==> config.mk <==
export PLATFORM = sky130hd
export DESIGN_NAME = ltp_segment_parser_unit
export DESIGN_NICKNAME = d
export VERILOG_FILES = /design/src/rtl/ltpsp_pkg.sv /design/src/rtl/ltpsp_core.sv /design/src/rtl/ltp_segment_parser_unit.sv
export SDC_FILE = /design/constraint.sdc
export NUM_CORES = 1
export LEC_CHECK = 0
export BUFFER_PORTS_ARGS = -buffer_cell sky130_fd_sc_hd__buf_2
export CAP_MARGIN = 25
export CORE_ASPECT_RATIO = 0.5
export CORE_MARGIN = 8
export CORE_UTILIZATION = 29
export CTS_CLUSTER_SIZE = 14
export DETAILED_ROUTE_END_ITERATION = 16
export MAX_ROUTING_LAYER = met4
export PLACE_DENSITY_LB_ADDON = 0.15
export SLEW_MARGIN = 10
export SYNTH_ARGS = -nofsm -noshare
export SYNTH_HDL_FRONTEND = slang
export SYNTH_SLANG_ARGS = --single-unit
==> constraint.sdc <==
create_clock -name i_clk -period 6.6 [get_ports i_clk]
set_input_delay 0.66 -clock i_clk [delete_from_list [all_inputs] [get_ports i_clk]]
set_output_delay 0.66 -clock i_clk [all_outputs]
set_load 0.005 [all_outputs]
==> src/rtl/ltpsp_pkg.sv <==
// ----------------------------------------------------------------------------
// ltpsp_pkg
// Shared types and codes of the segment header parser: parse phases, field
// identifiers, status codes and the result beat structure.
// ----------------------------------------------------------------------------
package ltpsp_pkg;

    // parse phases
    localparam logic [4:0] PH_CTRL    = 5'd0;
    localparam logic [4:0] PH_ENGINE  = 5'd1;
    localparam logic [4:0] PH_SESSION = 5'd2;
    localparam logic [4:0] PH_HCOUNT  = 5'd3;
    localparam logic [4:0] PH_TCOUNT  = 5'd4;
    localparam logic [4:0] PH_HTAG    = 5'd5;
    localparam logic [4:0] PH_HLEN    = 5'd6;
    localparam logic [4:0] PH_HVAL    = 5'd7;
    localparam logic [4:0] PH_CSID    = 5'd8;
    localparam logic [4:0] PH_DOFF    = 5'd9;
    localparam logic [4:0] PH_DLEN    = 5'd10;
    localparam logic [4:0] PH_DCP     = 5'd11;
    localparam logic [4:0] PH_DRS     = 5'd12;
    localparam logic [4:0] PH_PAY     = 5'd13;
    localparam logic [4:0] PH_RRS     = 5'd14;
    localparam logic [4:0] PH_RCP     = 5'd15;
    localparam logic [4:0] PH_UB      = 5'd16;
    localparam logic [4:0] PH_LB      = 5'd17;
    localparam logic [4:0] PH_CCOUNT  = 5'd18;
    localparam logic [4:0] PH_CLAIM   = 5'd19;
    localparam logic [4:0] PH_RA      = 5'd20;
    localparam logic [4:0] PH_REASON  = 5'd21;
    localparam logic [4:0] PH_TTAG    = 5'd22;
    localparam logic [4:0] PH_TLEN    = 5'd23;
    localparam logic [4:0] PH_TVAL    = 5'd24;
    localparam logic [4:0] PH_DONE    = 5'd25;
    localparam logic [4:0] PH_SKIP    = 5'd26;

    // field identifiers
    localparam logic [4:0] FID_CTRL    = 5'd0;
    localparam logic [4:0] FID_ENGINE  = 5'd1;
    localparam logic [4:0] FID_SESSION = 5'd2;
    localparam logic [4:0] FID_HCOUNT  = 5'd3;
    localparam logic [4:0] FID_TCOUNT  = 5'd4;
    localparam logic [4:0] FID_HTAG    = 5'd5;
    localparam logic [4:0] FID_HLEN    = 5'd6;
    localparam logic [4:0] FID_HVAL    = 5'd7;
    localparam logic [4:0] FID_CSID    = 5'd8;
    localparam logic [4:0] FID_DOFF    = 5'd9;
    localparam logic [4:0] FID_DLEN    = 5'd10;
    localparam logic [4:0] FID_CPSER   = 5'd11;
    localparam logic [4:0] FID_RPSER   = 5'd12;
    localparam logic [4:0] FID_PAY     = 5'd13;
    localparam logic [4:0] FID_UB      = 5'd14;
    localparam logic [4:0] FID_LB      = 5'd15;
    localparam logic [4:0] FID_CCOUNT  = 5'd16;
    localparam logic [4:0] FID_COFF    = 5'd17;
    localparam logic [4:0] FID_CLEN    = 5'd18;
    localparam logic [4:0] FID_REASON  = 5'd19;
    localparam logic [4:0] FID_END     = 5'd20;
    localparam logic [4:0] FID_TTAG    = 5'd21;
    localparam logic [4:0] FID_TLEN    = 5'd22;
    localparam logic [4:0] FID_TVAL    = 5'd23;

    // status codes
    localparam logic [2:0] ST_OK      = 3'd0;
    localparam logic [2:0] ST_VERSION = 3'd1;
    localparam logic [2:0] ST_TYPE    = 3'd2;
    localparam logic [2:0] ST_SDNV    = 3'd3;
    localparam logic [2:0] ST_TRUNC   = 3'd4;

    // bit set per valid segment type
    localparam logic [15:0] TYPE_VALID_MASK = 16'hF39F;
    localparam logic [3:0]  TYPE_NIBBLE     = 4'hF;

    typedef struct packed {
        logic [4:0]  field_id;
        logic [63:0] field_value;
        logic [2:0]  parse_status;
        logic        segment_end;
    } t_res;

endpackage

==> src/rtl/ltpsp_core.sv <==
// ----------------------------------------------------------------------------
// ltpsp_core
// Parse state and per-byte decode; gives up to two result beats per byte.
// ----------------------------------------------------------------------------
module ltpsp_core #(
    parameter int SDNV_MAX_BYTES = 10
) (
    input  logic              i_clk,
    input  logic              i_rst_n,
    input  logic              i_take,
    input  logic [7:0]        i_seg_byte,
    input  logic              i_last_byte,
    output ltpsp_pkg::t_res   o_res0,
    output ltpsp_pkg::t_res   o_res1,
    output logic [1:0]        o_num
);
    import ltpsp_pkg::*;

    localparam int CW = $clog2(SDNV_MAX_BYTES + 1);

    logic [4:0]  r_phase, n_phase;
    logic [3:0]  r_type, n_type;
    logic [63:0] r_acc, n_acc;
    logic [CW-1:0] r_cnt, n_cnt;
    logic [7:0]  r_ext, n_ext;
    logic [7:0]  r_tot, n_tot;
    logic [63:0] r_left, n_left;
    logic [63:0] r_claims, n_claims;
    logic        r_half, n_half;
    logic [2:0]  r_err, n_err;

    // content phase from segment type; trailer entry when no content
    function automatic logic [4:0] f_content(input logic [3:0] t, input logic [7:0] tot);
        logic [4:0] p;
        if (t <= 4'd7)                      p = PH_CSID;
        else if (t == 4'd8)                 p = PH_RRS;
        else if (t == 4'd9)                 p = PH_RA;
        else if (t == 4'd12 || t == 4'd14)  p = PH_REASON;
        else                                p = (tot != 8'd0) ? PH_TTAG : PH_DONE;
        return p;
    endfunction

    function automatic logic [4:0] f_trailer(input logic [7:0] tot);
        return (tot != 8'd0) ? PH_TTAG : PH_DONE;
    endfunction

    logic        e_vld;
    logic [4:0]  e_id;
    logic [63:0] e_val;
    logic [2:0]  end_st;

    // per-byte decode
    always_comb begin
        logic [63:0] sd_val;
        logic        sd_bad;
        logic [7:0]  ext_m1;
        logic [63:0] left_m1;
        logic [63:0] claims_m1;
        n_phase  = r_phase;
        n_type   = r_type;
        n_acc    = r_acc;
        n_cnt    = r_cnt;
        n_ext    = r_ext;
        n_tot    = r_tot;
        n_left   = r_left;
        n_claims = r_claims;
        n_half   = r_half;
        n_err    = r_err;
        e_vld    = 1'b0;
        e_id     = FID_CTRL;
        e_val    = 64'd0;
        sd_val    = {r_acc[56:0], i_seg_byte[6:0]};
        sd_bad    = (r_cnt >= CW'(SDNV_MAX_BYTES)) || (r_acc[63:57] != 7'd0);
        ext_m1    = r_ext - 8'd1;
        left_m1   = r_left - 64'd1;
        claims_m1 = r_claims - 64'd1;
        unique case (r_phase)
            PH_CTRL: begin
                if (i_seg_byte[7:4] != 4'd0) begin
                    n_err = ST_VERSION; n_phase = PH_SKIP;
                end else if (!TYPE_VALID_MASK[i_seg_byte[3:0]]) begin
                    n_err = ST_TYPE; n_phase = PH_SKIP;
                end else begin
                    n_type = i_seg_byte[3:0] & TYPE_NIBBLE;
                    e_vld = 1'b1; e_id = FID_CTRL; e_val = {60'd0, i_seg_byte[3:0]};
                    n_phase = PH_ENGINE;
                end
            end
            PH_HCOUNT: begin
                e_vld = 1'b1; e_id = FID_HCOUNT; e_val = {56'd0, i_seg_byte};
                n_ext = i_seg_byte; n_phase = PH_TCOUNT;
            end
            PH_TCOUNT: begin
                e_vld = 1'b1; e_id = FID_TCOUNT; e_val = {56'd0, i_seg_byte};
                n_tot = i_seg_byte;
                if (r_ext != 8'd0) n_phase = PH_HTAG;
                else begin
                    n_ext = i_seg_byte; n_phase = f_content(r_type, i_seg_byte);
                end
            end
            PH_HTAG: begin
                e_vld = 1'b1; e_id = FID_HTAG; e_val = {56'd0, i_seg_byte};
                n_phase = PH_HLEN;
            end
            PH_HVAL: begin
                e_vld = 1'b1; e_id = FID_HVAL; e_val = {56'd0, i_seg_byte};
                n_left = left_m1;
                if (left_m1 == 64'd0) begin
                    n_ext = ext_m1;
                    if (ext_m1 != 8'd0) n_phase = PH_HTAG;
                    else begin
                        n_ext = r_tot; n_phase = f_content(r_type, r_tot);
                    end
                end
            end
            PH_PAY: begin
                e_vld = 1'b1; e_id = FID_PAY; e_val = {56'd0, i_seg_byte};
                n_left = left_m1;
                if (left_m1 == 64'd0) begin
                    n_ext = r_tot; n_phase = f_trailer(r_tot);
                end
            end
            PH_REASON: begin
                e_vld = 1'b1; e_id = FID_REASON; e_val = {56'd0, i_seg_byte};
                n_ext = r_tot; n_phase = f_trailer(r_tot);
            end
            PH_TTAG: begin
                e_vld = 1'b1; e_id = FID_TTAG; e_val = {56'd0, i_seg_byte};
                n_phase = PH_TLEN;
            end
            PH_TVAL: begin
                e_vld = 1'b1; e_id = FID_TVAL; e_val = {56'd0, i_seg_byte};
                n_left = left_m1;
                if (left_m1 == 64'd0) begin
                    n_ext = ext_m1;
                    n_phase = (ext_m1 != 8'd0) ? PH_TTAG : PH_DONE;
                end
            end
            PH_DONE, PH_SKIP: begin
            end
            default: begin
                if (r_phase > PH_SKIP) begin
                    n_err = ST_TRUNC; n_phase = PH_SKIP;
                end else if (sd_bad) begin
                    n_err = ST_SDNV; n_phase = PH_SKIP;
                end else if (i_seg_byte[7]) begin
                    n_cnt = r_cnt + CW'(1);
                    n_acc = sd_val;
                end else begin
                    n_cnt = '0;
                    n_acc = 64'd0;
                    e_vld = 1'b1;
                    e_val = sd_val;
                    // completed sdnv field
                    priority case (r_phase)
                        PH_ENGINE:  begin e_id = FID_ENGINE;  n_phase = PH_SESSION; end
                        PH_SESSION: begin e_id = FID_SESSION; n_phase = PH_HCOUNT;  end
                        PH_HLEN: begin
                            e_id = FID_HLEN; n_left = sd_val;
                            if (sd_val != 64'd0) n_phase = PH_HVAL;
                            else begin
                                n_ext = ext_m1;
                                if (ext_m1 != 8'd0) n_phase = PH_HTAG;
                                else begin
                                    n_ext = r_tot; n_phase = f_content(r_type, r_tot);
                                end
                            end
                        end
                        PH_CSID: begin e_id = FID_CSID; n_phase = PH_DOFF; end
                        PH_DOFF: begin e_id = FID_DOFF; n_phase = PH_DLEN; end
                        PH_DLEN: begin
                            e_id = FID_DLEN; n_left = sd_val;
                            if (r_type >= 4'd1 && r_type <= 4'd3) n_phase = PH_DCP;
                            else if (sd_val == 64'd0) begin
                                n_ext = r_tot; n_phase = f_trailer(r_tot);
                            end else n_phase = PH_PAY;
                        end
                        PH_DCP: begin e_id = FID_CPSER; n_phase = PH_DRS; end
                        PH_DRS: begin
                            e_id = FID_RPSER;
                            if (r_left == 64'd0) begin
                                n_ext = r_tot; n_phase = f_trailer(r_tot);
                            end else n_phase = PH_PAY;
                        end
                        PH_RRS: begin e_id = FID_RPSER; n_phase = PH_RCP; end
                        PH_RCP: begin e_id = FID_CPSER; n_phase = PH_UB;  end
                        PH_UB:  begin e_id = FID_UB;    n_phase = PH_LB;  end
                        PH_LB:  begin e_id = FID_LB;    n_phase = PH_CCOUNT; end
                        PH_CCOUNT: begin
                            e_id = FID_CCOUNT; n_claims = sd_val; n_half = 1'b0;
                            if (sd_val == 64'd0) begin
                                n_ext = r_tot; n_phase = f_trailer(r_tot);
                            end else n_phase = PH_CLAIM;
                        end
                        PH_CLAIM: begin
                            if (!r_half) begin
                                e_id = FID_COFF; n_half = 1'b1;
                            end else begin
                                e_id = FID_CLEN; n_half = 1'b0; n_claims = claims_m1;
                                if (claims_m1 == 64'd0) begin
                                    n_ext = r_tot; n_phase = f_trailer(r_tot);
                                end
                            end
                        end
                        PH_RA: begin
                            e_id = FID_RPSER; n_ext = r_tot; n_phase = f_trailer(r_tot);
                        end
                        PH_TLEN: begin
                            e_id = FID_TLEN; n_left = sd_val;
                            if (sd_val != 64'd0) n_phase = PH_TVAL;
                            else begin
                                n_ext = ext_m1;
                                n_phase = (ext_m1 != 8'd0) ? PH_TTAG : PH_DONE;
                            end
                        end
                        default: e_vld = 1'b0;
                    endcase
                end
            end
        endcase
        // truncation check at the end of a segment
        end_st = (n_err == ST_OK && n_phase != PH_DONE) ? ST_TRUNC : n_err;
    end

    // result beats, compacted
    always_comb begin
        t_res f, e;
        f = '{field_id: e_id, field_value: e_val, parse_status: ST_OK, segment_end: 1'b0};
        e = '{field_id: FID_END, field_value: 64'd0, parse_status: end_st, segment_end: 1'b1};
        o_res1 = e;
        if (e_vld) begin
            o_res0 = f;
            o_num  = i_last_byte ? 2'd2 : 2'd1;
        end else begin
            o_res0 = e;
            o_num  = i_last_byte ? 2'd1 : 2'd0;
        end
    end

    // parse state, cleared at reset and after each end beat
    always_ff @(posedge i_clk) begin
        if (!i_rst_n || (i_take && i_last_byte)) begin
            r_phase  <= PH_CTRL;
            r_type   <= 4'd0;
            r_acc    <= 64'd0;
            r_cnt    <= '0;
            r_ext    <= 8'd0;
            r_tot    <= 8'd0;
            r_left   <= 64'd0;
            r_claims <= 64'd0;
            r_half   <= 1'b0;
            r_err    <= ST_OK;
        end else if (i_take) begin
            r_phase  <= n_phase;
            r_type   <= n_type;
            r_acc    <= n_acc;
            r_cnt    <= n_cnt;
            r_ext    <= n_ext;
            r_tot    <= n_tot;
            r_left   <= n_left;
            r_claims <= n_claims;
            r_half   <= n_half;
            r_err    <= n_err;
        end
    end

endmodule

==> src/rtl/ltp_segment_parser_unit.sv <==
// ----------------------------------------------------------------------------
// ltp_segment_parser_unit
// Segment header parser: one byte per beat in, decoded field beats out.
// A field beat is registered and shows in the cycle after its byte is taken.
// Throughput: one byte per cycle while the output is not stalled; a last byte
// that also closes a field gives two beats, and the two-entry result queue holds input.
// Reset: synchronous active low; parse state returns to the control phase.
// ----------------------------------------------------------------------------
module ltp_segment_parser_unit #(
    parameter int SDNV_MAX_BYTES = 10
) (
    input  logic        i_clk,
    input  logic        i_rst_n,
    input  logic        i_valid,
    output logic        o_stall,
    input  logic [7:0]  i_seg_byte,
    input  logic        i_last_byte,
    output logic        o_valid,
    input  logic        i_stall,
    output logic [4:0]  o_field_id,
    output logic [63:0] o_field_value,
    output logic [2:0]  o_parse_status,
    output logic        o_segment_end
);
    import ltpsp_pkg::*;

    logic       take;
    logic       pop;
    t_res       res0, res1;
    logic [1:0] num;
    t_res       r_q0, r_q1;
    logic [1:0] r_cnt;

    // room when queue drains to empty this cycle
    assign o_stall = !((r_cnt == 2'd0) || (r_cnt == 2'd1 && !i_stall));
    assign take    = i_valid && !o_stall;
    assign o_valid = (r_cnt != 2'd0);
    assign pop     = o_valid && !i_stall;

    ltpsp_core #(
        .SDNV_MAX_BYTES(SDNV_MAX_BYTES)
    ) u_core (
        .i_clk       (i_clk),
        .i_rst_n     (i_rst_n),
        .i_take      (take),
        .i_seg_byte  (i_seg_byte),
        .i_last_byte (i_last_byte),
        .o_res0      (res0),
        .o_res1      (res1),
        .o_num       (num)
    );

    // result queue count
    always_ff @(posedge i_clk) begin
        if (!i_rst_n) begin
            r_cnt <= 2'd0;
        end else if (take) begin
            r_cnt <= num;
        end else if (pop) begin
            r_cnt <= r_cnt - 2'd1;
        end
    end

    // result queue payload
    always_ff @(posedge i_clk) begin
        if (take) begin
            r_q0 <= res0;
            r_q1 <= res1;
        end else if (pop) begin
            r_q0 <= r_q1;
        end
    end

    assign o_field_id     = r_q0.field_id;
    assign o_field_value  = r_q0.field_value;
    assign o_parse_status = r_q0.parse_status;
    assign o_segment_end  = r_q0.segment_end;

    // checks
    a_cnt_range: assert property (@(posedge i_clk) disable iff (!i_rst_n)
        r_cnt != 2'd3) else $error("result queue overflow");
    a_full_stall: assert property (@(posedge i_clk) disable iff (!i_rst_n)
        (r_cnt == 2'd2) |-> o_stall) else $error("input taken with full queue");
    a_end_id: assert property (@(posedge i_clk) disable iff (!i_rst_n)
        (o_valid && o_segment_end) |-> (o_field_id == FID_END))
        else $error("end beat with wrong field id");
    a_status_end: assert property (@(posedge i_clk) disable iff (!i_rst_n)
        (o_valid && !o_segment_end) |-> (o_parse_status == ST_OK))
        else $error("status on a field beat");

endmodule

==> results_dict.tcl <==
set metrics [dict create \
    outcome "finished clean" \
    crit_path_end_kind "register" \
    r2r_cells 12 \
    postPlaceCellArea_sq_um 20700 \
    std_cell_rows 67 \
    ys_types 89 \
    hp-start "i_rst_n" \
    path_cells "nor4_2 > nand4_1 > nor4_1 > xnor2_1 > nand4_1 > or4_1 > or4_1 > nor4_4 > a21o_1 > nand3_1 > nor4_2 > o21ai_1" \
    min_period_over_period_pct 85.1 \
    h-tree-depth 2 \
    cts_tree "yes" \
    post-place-ws_ns 1.17 \
    fill_cells 7137 \
    grt_use_total_pct 22.3 \
    power.leakage_nw 8.06 \
    clock.fmax_mhz 178 \
    syn_nets 2644 \
    ctsHoldBuffers 0 \
    startpoint_type "register" \
    grt_pass1_vias 18900 \
    max_stage_delay_ns 0.73 \
    grt_setup_unrepaired "false" \
    root_buffer "clkbuf_16" \
    yosysWarningCount 0 \
    grt_pass1_wl_microns 128000 \
    avgViaCountPerCell 5.79 \
    async_reset_ff_share_pct 0 \
    clock_path_buffers 3 \
    mostFrequentLayoutCell "nand2_1" \
    cp_top_family "simple AND/OR/NAND/NOR gates" \
    syn-mean-instance-area_sq_um 7.42 \
    post_drt_wl_per_cell_microns 24.4 \
    finalSetupViolations 0 \
    grt_max_degree 100 \
    wirelength_microns 86200 \
    place_congestion 0.949 \
    fin_crit_ns 5.62 \
    drtPass1Iterations 8 \
    r2r_slack_ns 0.98 \
    setup_tns_ns 0 \
    pwr-share-seq_pct 33.4 \
    switchingPower_mw 2.79 \
    clkSlewWorstSetupHoldPaths_ns 0.07 \
    slew_viol_final 0 \
    slew_headroom_pct 29.5 \
    ys_seq_elements 303 \
    drc 0 \
    nNetsFinal 2631 \
    ff_latch_area_sq_um 6830 \
    ant_nets 0 \
    drtIter0Drc 2111 \
    r2r-end "r_q1[3]" \
    power_frac_clock_pct 30.2 \
    cts_sinks 303 \
    start_util_pct 29.1 \
    yosysSeqAreaShare_pct 35.1 \
    layout-drive-gt1-share_pct 10.2 \
    die_h_microns 199 \
    cts_setup_buffers 0 \
    antenna_found_initial 2 \
    fin_worst_skew_ns 0.0211 \
    crit_slowest_cell "nor4_1" \
    fin_util_pct 33.0 \
    yosys_most_used_dff "dfxtp_1" \
    p_int_mw 4.11 \
    arrival_ns 5.92 \
    die-area_sq_um 76000 \
    ir_drop_mv 0.173 \
    switching_share_pct 40.4 \
    clock_latency_ns 0.57 \
    hpwlAfterDp_microns 61100 \
    critPathMaxFanout 12 \
    cts_made_buffers 35 \
    synth_edf_count 76 \
    crit_type "register to register" \
    postLayoutCellArea_sq_um 22000 \
    path_buf_inv 0 \
    maxCapViolCount 0 \
    synth.cell_area_sq_um 19400 \
    hold_path_end "r_cnt[0]" \
    vias 20500 \
    syn_to_final_growth_pct 13.2 \
    chipWidth_microns 382 \
    worstHoldPathCells 3 \
    io_pins 88 \
    cts_resized 0 \
    hold_class "input pin to register" \
    r2r_start "u_core.r_claims[21]" \
    critPathRequiredTime_ns 6.90 \
    design.core.area_sq_um 66600 \
    grt-ovfl-total 0 \
    multiInputGateArea_sq_um 11800 \
    setup_ws_ns 0.983 \
    hold_viol 0 \
    syn-instance-count 2619 \
    combPwrFrac_pct 36.4 \
    power_density_nw_per_um2 314 \
    mostFrequentLayoutCells "nand2_1, nor2_1, a21oi_1" \
    worst_pin_slew_ns 1.04 \
    port_buffers 87 \
]
## worst max path at each step
stage                   startpoint                 to  slack, ns  depth (start not counted)
3_3_place_gp   u_core.r_claims[21]    u_core.r_ext[0]       1.40                         12
4_1_cts        u_core.r_claims[21]  o_parse_status[2]       1.16                         12
5_1_grt        u_core.r_claims[21]            r_q1[3]       0.71                         12
6_report       u_core.r_claims[21]            r_q1[3]       0.98                         12
2_1_floorplan              i_stall           r_cnt[0]       1.86                          3
3_5_place_dp   u_core.r_claims[21]            r_q1[3]       1.17                         12
## Yosys cell counts (16+ instances only)
cell	number	share of area, %
a211oi_1	29	1.1
a21oi_1	275	7.1
a22oi_1	36	1.4
and2_1	73	2.4
and3_1	17	0.55
clkbuf_1	175	3.4
dfxtp_1	227	23
edfxtp_1	76	12
inv_1	37	0.72
mux2i_1	16	0.82
nand2_1	388	7.5
nand2b_1	23	0.74
nand3_1	61	1.6
nand4_1	59	1.9
nor2_1	288	5.6
nor3_1	90	2.3
nor4_1	107	3.4
o211ai_1	32	1.2
o21ai_0	169	4.4
o31ai_1	23	0.89
or2_2	16	0.52
or3_1	26	0.84
or4_1	42	1.6
xnor2_1	48	2.2
xor2_1	27	1.2
## worst register-to-register path, stage by stage (launching register included)
cell and delay, ns:
dfxtp_1 0.38, nor4_2 0.67, nand4_1 0.66, nor4_1 0.73
xnor2_1 0.22, nand4_1 0.10, or4_1 0.51, or4_1 0.63
nor4_4 0.60, a21o_1 0.22, nand3_1 0.09, nor4_2 0.39
o21ai_1 0.14
## power by group through the flow
stage               sequential, mW  clock (mW)  combinational, mW
global placement              2.35           0               2.50
finish                        2.30        2.08               2.51
global route                  2.33        2.20               2.72
detailed placement            2.35           0               2.48
CTS                           2.31        2.13               2.49
floorplan                     2.36           0               1.51
## per-stage QoR
stage | hold slack (ns) | power [mW] | std cells
2_1_floorplan | 0.437 | 3.87 | 2619
3_3_place_gp | 0.451 | 4.84 | 3464
3_5_place_dp | 0.455 | 4.83 | 3465
4_1_cts | 0.335 | 6.93 | 3529
5_1_grt | 0.365 | 7.25 | 3532
6_report | 0.371 | 6.90 | 3532
## final cells by class
| cell class | instances | share of cell area (%) |
|---|---|---|
| Timing Repair Buffer | 147 | 4.18 |
| Clock inverter | 17 | 0.843 |
| Multi-Input combinational cell | 2080 | 53.5 |
| Sequential cell | 303 | 31.1 |
| Tap cell | 897 | 5.11 |
| Antenna cell | 2 | 0.0228 |
| Clock buffer | 47 | 4.61 |
| Inverter | 39 | 0.666 |
## cell families (layout without fill, tap and decap cells)
family,Yosys count,in the layout,synth area share [%]
flip-flops,303,303,35.1
multiplexers,18,18,0.960
adder cells (fa/ha/maj),13,13,0.825
AND/OR/NAND/NOR,1293,1293,33.9
XOR/XNOR,75,75,3.38
other,0,2,0
buffers and inverters,236,250,4.83
AO/OA/AOI/OAI,681,681,21.0
## metal layers
metal | routed length (microns) | track usage [%] | vias up
met3 | 5870 | 3.42 | 115
met4 | 1950 | 5.22 | 0
met2 | 37700 | 34.0 | 758
li1 | - | - | 9530
met5 | 0 | - | -
met1 | 40700 | 31.1 | 10100
## flip-flops by register name (all words and copies together), names as in the netlist, 4 cells and up
| signal | count |
|---|---|
| u_core.r_left | 64 |
| u_core.r_cnt | 4 |
| u_core.r_phase | 5 |
| u_core.r_type | 4 |
| u_core.r_claims | 64 |
| u_core.r_ext | 8 |
| o_field_value | 64 |
| u_core.r_acc | 64 |
| o_field_id | 5 |
| u_core.r_tot | 8 |
Power figures use the tool's default switching activity.
